--- config.mk ---
export PLATFORM = sky130hd
export DESIGN_NAME = key_debounce_long_press
export DESIGN_NICKNAME = d
export VERILOG_FILES = /design/src/rtl/kdlp_pkg.sv /design/src/rtl/kdlp_lane.sv /design/src/rtl/kdlp_merge.sv /design/src/rtl/key_debounce_long_press.sv
export VERILOG_INCLUDE_DIRS = /design/src /design/src/rtl
export SDC_FILE = /design/constraint.sdc
export NUM_CORES = 2
export LEC_CHECK = 0
export BUFFER_PORTS_ARGS = -buffer_cell sky130_fd_sc_hd__buf_2
export CORE_MARGIN = 2
export CORE_UTILIZATION = 25
export DETAILED_ROUTE_END_ITERATION = 6
export PLACE_DENSITY_LB_ADDON = 0.25
export SKIP_CTS_REPAIR_TIMING = 1
export SLEW_MARGIN = 20
export SYNTH_ARGS = -nofsm -noshare
export SYNTH_HDL_FRONTEND = slang
export SYNTH_SLANG_ARGS = --single-unit
--- constraint.sdc ---
create_clock -name clk -period 6.91 [get_ports clk]
set_input_delay 1.382 -clock clk [delete_from_list [all_inputs] [get_ports clk]]
set_output_delay 1.382 -clock clk [all_outputs]
set_load 0.01 [all_outputs]
--- src/rtl/key_debounce_long_press_macros.svh ---
// Assertion macros shared by the key debouncer RTL.
`ifndef KEY_DEBOUNCE_LONG_PRESS_MACROS_SVH
`define KEY_DEBOUNCE_LONG_PRESS_MACROS_SVH
`ifndef SYNTHESIS
`define KDLP_ASSERT_SAME(lbl, pre, post) \
	lbl: assert property (@(posedge clk) disable iff (!arst_n) (pre) |-> (post)) \
		else $error("kdlp same-cycle check failed");
`define KDLP_ASSERT_NEXT(lbl, pre, post) \
	lbl: assert property (@(posedge clk) disable iff (!arst_n) (pre) |=> (post)) \
		else $error("kdlp next-cycle check failed");
`else
`define KDLP_ASSERT_SAME(lbl, pre, post)
`define KDLP_ASSERT_NEXT(lbl, pre, post)
`endif
`endif

--- src/rtl/kdlp_pkg.sv ---
// Types, codes and constants of the key debouncer.
`default_nettype none
package kdlp_pkg;
	localparam int NUM_KEYS_DEF = 14;
	localparam int LEVEL_W = 14;
	localparam int INDEX_W = 4;
	localparam int FLAG_W = 5;
	localparam int CNT_W = 8;
	localparam int HOLD_W = 16;
	localparam int CFG_DATA_W = 16;

	localparam int FL_PRESSED = 0;
	localparam int FL_RELEASED = 1;
	localparam int FL_ON = 2;
	localparam int FL_LONG = 3;
	localparam int FL_CHANGED = 4;

	localparam logic [CNT_W-1:0] DEBOUNCE_RESET = 8'd3;
	localparam logic [HOLD_W-1:0] LONG_PRESS_RESET = 16'd100;

	typedef enum logic [1:0] {
		OP_TICK = 2'd0,
		OP_READ_CLEAR = 2'd1,
		OP_CLEAR_ALL = 2'd2
	} op_t;

	typedef enum logic {
		CFG_DEBOUNCE = 1'b0,
		CFG_LONG_PRESS = 1'b1
	} cfg_idx_t;

	typedef enum logic [2:0] {
		PH_INIT = 3'b001,
		PH_IDLE = 3'b010,
		PH_ON = 3'b100
	} phase_t;

	typedef struct packed {
		logic tick;
		logic clr_all;
		logic [FLAG_W-1:0] mask;
	} cmd_t;

	typedef struct packed {
		logic [FLAG_W-1:0] flags;
		logic any_changed;
	} res_t;
endpackage
`default_nettype wire

--- src/rtl/kdlp_lane.sv ---
// One key's debounce and long-press state with its event flags.
`default_nettype none
`include "key_debounce_long_press_macros.svh"
module kdlp_lane (
	input wire logic clk,
	input wire logic arst_n,
	input wire kdlp_pkg::cmd_t cmd,
	input wire logic sel,
	input wire logic level,
	input wire logic [kdlp_pkg::CNT_W-1:0] debounce_limit,
	input wire logic [kdlp_pkg::HOLD_W-1:0] long_press_ticks,
	output logic [kdlp_pkg::FLAG_W-1:0] flags,
	output logic changed_next
);
	kdlp_pkg::phase_t phase_q, phase_d;
	logic [kdlp_pkg::CNT_W-1:0] cnt_q, cnt_d, cnt_inc, cnt_new;
	logic [kdlp_pkg::HOLD_W-1:0] hold_q, hold_d, hold_inc;
	logic [kdlp_pkg::FLAG_W-1:0] flags_q, flags_d, hit;

	assign cnt_inc = (cnt_q == '1) ? cnt_q : cnt_q + 1'b1;
	assign hold_inc = hold_q + 1'b1;

	always_comb begin
		phase_d = phase_q;
		cnt_d = cnt_q;
		hold_d = hold_q;
		flags_d = flags_q;
		cnt_new = '0;
		hit = flags_q & cmd.mask;
		if (cmd.tick) begin
			case (phase_q)
				kdlp_pkg::PH_IDLE: begin
					cnt_new = level ? cnt_inc : '0;
					if (cnt_new > debounce_limit) begin
						flags_d[kdlp_pkg::FL_CHANGED] = 1'b1;
						flags_d[kdlp_pkg::FL_PRESSED] = 1'b1;
						flags_d[kdlp_pkg::FL_ON] = 1'b1;
						hold_d = '0;
						cnt_d = '0;
						phase_d = kdlp_pkg::PH_ON;
					end else begin
						cnt_d = cnt_new;
					end
				end
				kdlp_pkg::PH_ON: begin
					if (hold_q < long_press_ticks) begin
						hold_d = hold_inc;
						if (hold_inc == long_press_ticks) begin
							flags_d[kdlp_pkg::FL_LONG] = 1'b1;
							flags_d[kdlp_pkg::FL_CHANGED] = 1'b1;
						end
					end
					cnt_new = level ? '0 : cnt_inc;
					if (cnt_new > debounce_limit) begin
						flags_d[kdlp_pkg::FL_CHANGED] = 1'b1;
						flags_d[kdlp_pkg::FL_RELEASED] = 1'b1;
						flags_d[kdlp_pkg::FL_ON] = 1'b0;
						hold_d = '0;
						cnt_d = '0;
						phase_d = kdlp_pkg::PH_IDLE;
					end else begin
						cnt_d = cnt_new;
					end
				end
				default: begin
					phase_d = kdlp_pkg::PH_IDLE;
				end
			endcase
		end else if (cmd.clr_all) begin
			flags_d = '0;
		end else if (sel) begin
			flags_d = flags_q & ~hit;
			// Clearing any of the four state flags that was set also drops changed.
			if (|hit[kdlp_pkg::FL_LONG:kdlp_pkg::FL_PRESSED]) begin
				flags_d[kdlp_pkg::FL_CHANGED] = 1'b0;
			end
		end
	end

	always_ff @(posedge clk or negedge arst_n) begin
		if (!arst_n) begin
			phase_q <= kdlp_pkg::PH_INIT;
			cnt_q <= '0;
			hold_q <= '0;
			flags_q <= '0;
		end else begin
			phase_q <= phase_d;
			cnt_q <= cnt_d;
			hold_q <= hold_d;
			flags_q <= flags_d;
		end
	end

	assign flags = flags_q;
	assign changed_next = flags_d[kdlp_pkg::FL_CHANGED];

	`KDLP_ASSERT_NEXT(a_tick_leaves_init, cmd.tick, phase_q != kdlp_pkg::PH_INIT)
	`KDLP_ASSERT_NEXT(a_clear_all_empties, cmd.clr_all && !cmd.tick, flags_q == '0)
	`KDLP_ASSERT_SAME(a_idle_hold_zero, phase_q != kdlp_pkg::PH_ON, hold_q == '0)
endmodule
`default_nettype wire

--- src/rtl/kdlp_merge.sv ---
// Merges lane flags into one result and buffers it in a two-entry output stage.
`default_nettype none
`include "key_debounce_long_press_macros.svh"
module kdlp_merge #(
	parameter int NUM_KEYS = kdlp_pkg::NUM_KEYS_DEF
) (
	input wire logic clk,
	input wire logic arst_n,
	input wire logic push,
	input wire logic [NUM_KEYS-1:0] sel,
	input wire logic [NUM_KEYS-1:0][kdlp_pkg::FLAG_W-1:0] lane_flags,
	input wire logic [NUM_KEYS-1:0] changed_next,
	output logic ready,
	output logic valid,
	input wire logic pop_ready,
	output kdlp_pkg::res_t res
);
	kdlp_pkg::res_t res_new, main_q, skid_q;
	logic main_valid_q, skid_valid_q, pop;

	always_comb begin
		res_new.flags = '0;
		for (int k = 0; k < NUM_KEYS; k++) begin
			res_new.flags = res_new.flags | (lane_flags[k] & {kdlp_pkg::FLAG_W{sel[k]}});
		end
		res_new.any_changed = |changed_next;
	end

	assign pop = main_valid_q && pop_ready;
	assign ready = !skid_valid_q;

	always_ff @(posedge clk or negedge arst_n) begin
		if (!arst_n) begin
			main_valid_q <= 1'b0;
			skid_valid_q <= 1'b0;
		end else if (!main_valid_q || pop) begin
			if (skid_valid_q) begin
				main_valid_q <= 1'b1;
				skid_valid_q <= push;
			end else begin
				main_valid_q <= push;
			end
		end else if (push) begin
			skid_valid_q <= 1'b1;
		end
	end

	always_ff @(posedge clk) begin
		if (!main_valid_q || pop) begin
			if (skid_valid_q) begin
				main_q <= skid_q;
				skid_q <= res_new;
			end else begin
				main_q <= res_new;
			end
		end else if (push) begin
			skid_q <= res_new;
		end
	end

	assign valid = main_valid_q;
	assign res = main_q;

	`KDLP_ASSERT_SAME(a_skid_behind_main, skid_valid_q, main_valid_q)
	`KDLP_ASSERT_NEXT(a_push_lands, push && !main_valid_q, main_valid_q)
	`KDLP_ASSERT_NEXT(a_held_stays, main_valid_q && !pop_ready, main_valid_q)
endmodule
`default_nettype wire

--- src/rtl/key_debounce_long_press.sv ---
// Key bank debouncer with long-press detection: one lane per key, merged result.
// An accepted request's result is registered into the output stage, behind any result still waiting there.
// Throughput: one request per cycle while in_ready is high; every key lane updates in parallel on a tick.
// A two-entry output stage lets one more request enter while a result waits.
// Reset (arst_n low, asynchronous): keys in init phase, counters and flags zero,
// debounce_limit 3, long_press_ticks 100, output stage empty.
`default_nettype none
module key_debounce_long_press #(
	parameter int NUM_KEYS = kdlp_pkg::NUM_KEYS_DEF
) (
	input wire logic clk,
	input wire logic arst_n,
	input wire logic cfg_we,
	input wire logic cfg_index,
	input wire logic [kdlp_pkg::CFG_DATA_W-1:0] cfg_data,
	input wire logic in_valid,
	output logic in_ready,
	input wire logic [1:0] op,
	input wire logic [kdlp_pkg::LEVEL_W-1:0] key_levels,
	input wire logic [kdlp_pkg::INDEX_W-1:0] key_index,
	input wire logic [kdlp_pkg::FLAG_W-1:0] clear_mask,
	output logic out_valid,
	input wire logic out_ready,
	output logic was_pressed,
	output logic was_released,
	output logic is_on,
	output logic was_long,
	output logic was_changed,
	output logic any_changed
);
	logic [kdlp_pkg::CNT_W-1:0] debounce_limit_q;
	logic [kdlp_pkg::HOLD_W-1:0] long_press_q;
	logic accept;
	kdlp_pkg::cmd_t cmd;
	logic [NUM_KEYS-1:0] sel, changed_next;
	logic [NUM_KEYS-1:0][kdlp_pkg::FLAG_W-1:0] lane_flags;
	kdlp_pkg::res_t res;

	always_ff @(posedge clk or negedge arst_n) begin
		if (!arst_n) begin
			debounce_limit_q <= kdlp_pkg::DEBOUNCE_RESET;
			long_press_q <= kdlp_pkg::LONG_PRESS_RESET;
		end else if (cfg_we) begin
			case (cfg_index)
				kdlp_pkg::CFG_DEBOUNCE: debounce_limit_q <= cfg_data[kdlp_pkg::CNT_W-1:0];
				kdlp_pkg::CFG_LONG_PRESS: long_press_q <= cfg_data[kdlp_pkg::HOLD_W-1:0];
				default: ;
			endcase
		end
	end

	assign accept = in_valid && in_ready;
	assign cmd.tick = accept && (op == kdlp_pkg::OP_TICK);
	assign cmd.clr_all = accept && (op == kdlp_pkg::OP_CLEAR_ALL);
	assign cmd.mask = clear_mask;

	for (genvar k = 0; k < NUM_KEYS; k++) begin : g_lane
		logic level;
		if (k < kdlp_pkg::LEVEL_W) begin : g_in
			assign level = key_levels[k];
		end else begin : g_none
			assign level = 1'b0;
		end
		assign sel[k] = accept && (op == kdlp_pkg::OP_READ_CLEAR) && (32'(key_index) == k);

		kdlp_lane u_lane (
			.clk(clk),
			.arst_n(arst_n),
			.cmd(cmd),
			.sel(sel[k]),
			.level(level),
			.debounce_limit(debounce_limit_q),
			.long_press_ticks(long_press_q),
			.flags(lane_flags[k]),
			.changed_next(changed_next[k])
		);
	end

	kdlp_merge #(
		.NUM_KEYS(NUM_KEYS)
	) u_merge (
		.clk(clk),
		.arst_n(arst_n),
		.push(accept),
		.sel(sel),
		.lane_flags(lane_flags),
		.changed_next(changed_next),
		.ready(in_ready),
		.valid(out_valid),
		.pop_ready(out_ready),
		.res(res)
	);

	assign was_pressed = res.flags[kdlp_pkg::FL_PRESSED];
	assign was_released = res.flags[kdlp_pkg::FL_RELEASED];
	assign is_on = res.flags[kdlp_pkg::FL_ON];
	assign was_long = res.flags[kdlp_pkg::FL_LONG];
	assign was_changed = res.flags[kdlp_pkg::FL_CHANGED];
	assign any_changed = res.any_changed;
endmodule
`default_nettype wire

==> metrics.txt <==
vias in the first global route between 30,000 and 40,000; Initial DRC Count 3,669; reg2reg setup slack roughly 1.7 ns; Initial DRT Pass Iterations 6; clk buf depth 3; root buf cell clkbuf_16; top cell type's share of synthesized area 0.2628; area grow syn2layout 12.51%; first-pass GRT wire length approximately 240,000 um; DIE WIDTH 420.3 um; CP arrival 5.74 ns; Final Cycle Share 0.7496; DR vias/cell 5.389; design area roughly 49,000 um2; crit-path cells ha_1 > nand2_1 > nor2_1 > nand3_1 > nand2b_1 > nor2_1 > xnor2_1 > nor2_1 > ha_1 > a21o_1 > a21o_1 > a21o_1 > o22ai_1 > nand2_1 > o21ai_0 > nand2_1 > o41ai_1; cell area power density 220.5 nW/um2; Port Buffers 54; Critical Path RT 7.47 ns; Top Ports 55; vias between 40,000 and 50,000; f_max 193.1 MHz; r2r endpoint g_lane[0].u_lane.cnt_q[5]$_DFFE_PN0P_; Std-Cell Core Area 171,900 um2; GRT overflow 0; EDFF count, synth 12; antenna-violating nets left 0; FF-to-FF Start g_lane[0].u_lane.cnt_q[0]$_DFFE_PN0P_; CP max-delay cell o21ai_0; drt total wl 159,200 um; top_reg_cell synth dfrtp_1; final slew viol count 0; Hold Path Stages 1; mapped cell area approximately 43,000 um2; layout cells sized above 1 0.07010; nets 5,902; DP Wirelength between 100,000 and 150,000 um; initial antenna violation count 11; Clk pin slew, worst setup/hold paths 0.06 ns; largest net degree at the start of global routing 149; Worst R2R Path Depth 17; count of different cell masters after synthesis between 80 and 90; Tmin final slightly above 5 ns; Ys Warns 0; Starting Density 0.2520; Setup crit end kind register; largest cells by area after synthesis dfrtp_1 26%, ha_1 14%, o21ai_0 6.4%, nor2_1 4.9%, nand2_1 4.4%; RSZ-0062 raised after global routing no; Worst Hold Launch g_lane[7].u_lane.phase_q[0]$_DFFE_PN1P_; Skew-Pair Late Insertion Delay 0.70 ns; status finished, final reports clean; row count around 150; DP Area around 46,000 um2; Worst IR Drop VDD 0.1483 mV; Worst Tran Pin Value ~1.1 ns; worst hold endpoint g_lane[7].u_lane.phase_q[0]$_DFFE_PN1P_; Crit Path Max Fanout 18; total CTS buffers 70; DR WL/cell 20.54 um; CP Class register to register; CP peak stage delay 0.72 ns; Synth area leader dfrtp_1; Post-Syn Instances roughly 5,400; syn nets 5,938; gp weighted congestion 0.8875; FFs w/ async S/R, synth 0.9753; Max Cap Violations 0; H-tree levels 3; CP Launch Type register; die area 176,700 um2; leakage power total 20.57 nW; final hold violation count 0; Syn Area/Cell 8.002 um2; Worst Setup Slack, final 1.730 ns; relative slew slack 0.2354; #FFs+latches synth 486; Total Routing Usage GR 0.1767; Tightest Hold Check Type register to register; Final Setup Violations 0; TritonCTS clock tree yes; dpl ws roughly 1.8 ns; clock tree sinks ~490; sequential element share of the synthesized area 0.2826; # DRC 0; Setup Skew 0.03499 ns; Chip Height 420.3 um; Setup TNS Final 0 ns
## layer usage
| layer | global-route usage | vias up | share of wire |
|---|---|---|---|
| li1 | - | 20070 | - |
| met5 | 0 | - | 0.00012 |
| met2 | 0.2844 | 1130 | 0.45 |
| met3 | 0.02458 | 219 | 0.052 |
| met1 | 0.2432 | 20350 | 0.47 |
| met4 | 0.05474 | 2 | 0.028 |
## registers in the layout, summed over array words and instances, names as in the netlist
name	cells
debounce_limit_q	8
g_lane.u_lane.cnt_q	112
g_lane.u_lane.flags	70
g_lane.u_lane.hold_q	224
g_lane.u_lane.phase_q	42
long_press_q	16
u_merge.res	6
u_merge.skid_q	6
u_merge.skid_valid_q	1
u_merge.valid	1
## cell type report
| type | instances | area, um2 |
|---|---|---|
| clock buffer | 88 | 1899 |
| clock inverter | 40 | 450.4 |
| multi-input combinational | 4530 | 29650 |
| fill | 18510 | 123200 |
| tap | 2310 | 2890 |
| timing repair buffer | 156 | 1084 |
| antenna | 6 | 15.01 |
| sequential | 486 | 12250 |
| inverter | 135 | 506.7 |
## layout by cell type, fill, tap and decap left out, types with 21 or more instances in the layout
cell       count
ha_1         476
inv_1        117
mux2_2        28
a21o_1        74
a22oi_1       29
nor4_1        44
and2_1        30
o21a_1        44
clkbuf_16     70
nand3_1      273
mux2i_1       22
nand2_1      512
a2111oi_0     23
clkinv_1      21
a31oi_1       62
and4_1        31
nand2b_1      93
nor3_1        86
xor2_1       113
buf_4         99
o21ai_0      550
nor2b_1       73
o31ai_1      164
o41ai_1       46
dfrtp_1      448
xnor2_1      214
or2_2         22
and3_1        99
o211ai_1      29
o22ai_1       27
a21oi_1      306
nor2_1       564
a22o_1        22
nand4_1      125
buf_2         53
a211oi_1      34
or3_1         29
## worst max-delay path by stage
stage	from	endpoint	slack, ns
floorplan	key_levels[6]	u_merge.res[0]$_DFFE_PN_	2.47
global placement	g_lane[9].u_lane.cnt_q[0]$_DFFE_PN0P_	g_lane[9].u_lane.cnt_q[3]$_DFFE_PN0P_	1.67
detailed placement	key_levels[5]	g_lane[5].u_lane.hold_q[10]$_DFFE_PN0P_	1.78
CTS	g_lane[0].u_lane.cnt_q[0]$_DFFE_PN0P_	g_lane[0].u_lane.cnt_q[5]$_DFFE_PN0P_	1.79
global route	g_lane[0].u_lane.cnt_q[0]$_DFFE_PN0P_	g_lane[0].u_lane.cnt_q[5]$_DFFE_PN0P_	1.25
finish	g_lane[0].u_lane.cnt_q[0]$_DFFE_PN0P_	g_lane[0].u_lane.cnt_q[5]$_DFFE_PN0P_	1.73
## power breakdown
part           leakage [nW]  switching, mW  internal (mW)
clock network          1.16           1.56           2.23
logic                  12.9           2.25           1.25
registers              6.49          0.349           3.11
## cells by family after synthesis
group | after synthesis | synth area share
adder cells (fa/ha/maj) | 476 | 0.1374
buffers and inverters | 399 | 0.03485
AO/OA/AOI/OAI | 1613 | 0.2358
XOR/XNOR | 327 | 0.06610
AND/OR/NAND/NOR | 2064 | 0.2309
flip-flops | 486 | 0.2826
multiplexers | 50 | 0.01236
## worst max-delay path: cells and delay by family (launching register included)
family | cells | cell delay (ns)
AND/OR/NAND/NOR | 8 | 1.82
adder cells (fa/ha/maj) | 2 | 0.56
flip-flops | 1 | 0.43
XOR/XNOR | 1 | 0.21
AO/OA/AOI/OAI | 6 | 2.01
## cell usage after synthesis, types with 44 or more instances
library cell	count
a21o_1	74
a21oi_1	306
a31oi_1	62
and3_1	99
clkbuf_1	235
dfrtp_1	455
ha_1	476
inv_1	123
nand2_1	512
nand2b_1	93
nand3_1	273
nand4_1	125
nor2_1	565
nor2b_1	73
nor3_1	86
nor4_1	48
o21a_1	44
o21ai_0	553
o31ai_1	165
o41ai_1	46
xnor2_1	214
xor2_1	113
## metrics by stage
stage               hold WS (ns)  instances    util  power, mW
global route              0.5176       7747  0.2835      11.43
detailed placement        0.4919       7617  0.2697      6.981
global placement          0.4829       7617  0.2697      6.922
CTS                       0.5049       7745  0.2834      10.85
finish                    0.5056       7751  0.2836      10.75
floorplan                 0.4628       5415       -      5.709
(Power assumes the default switching activity.)
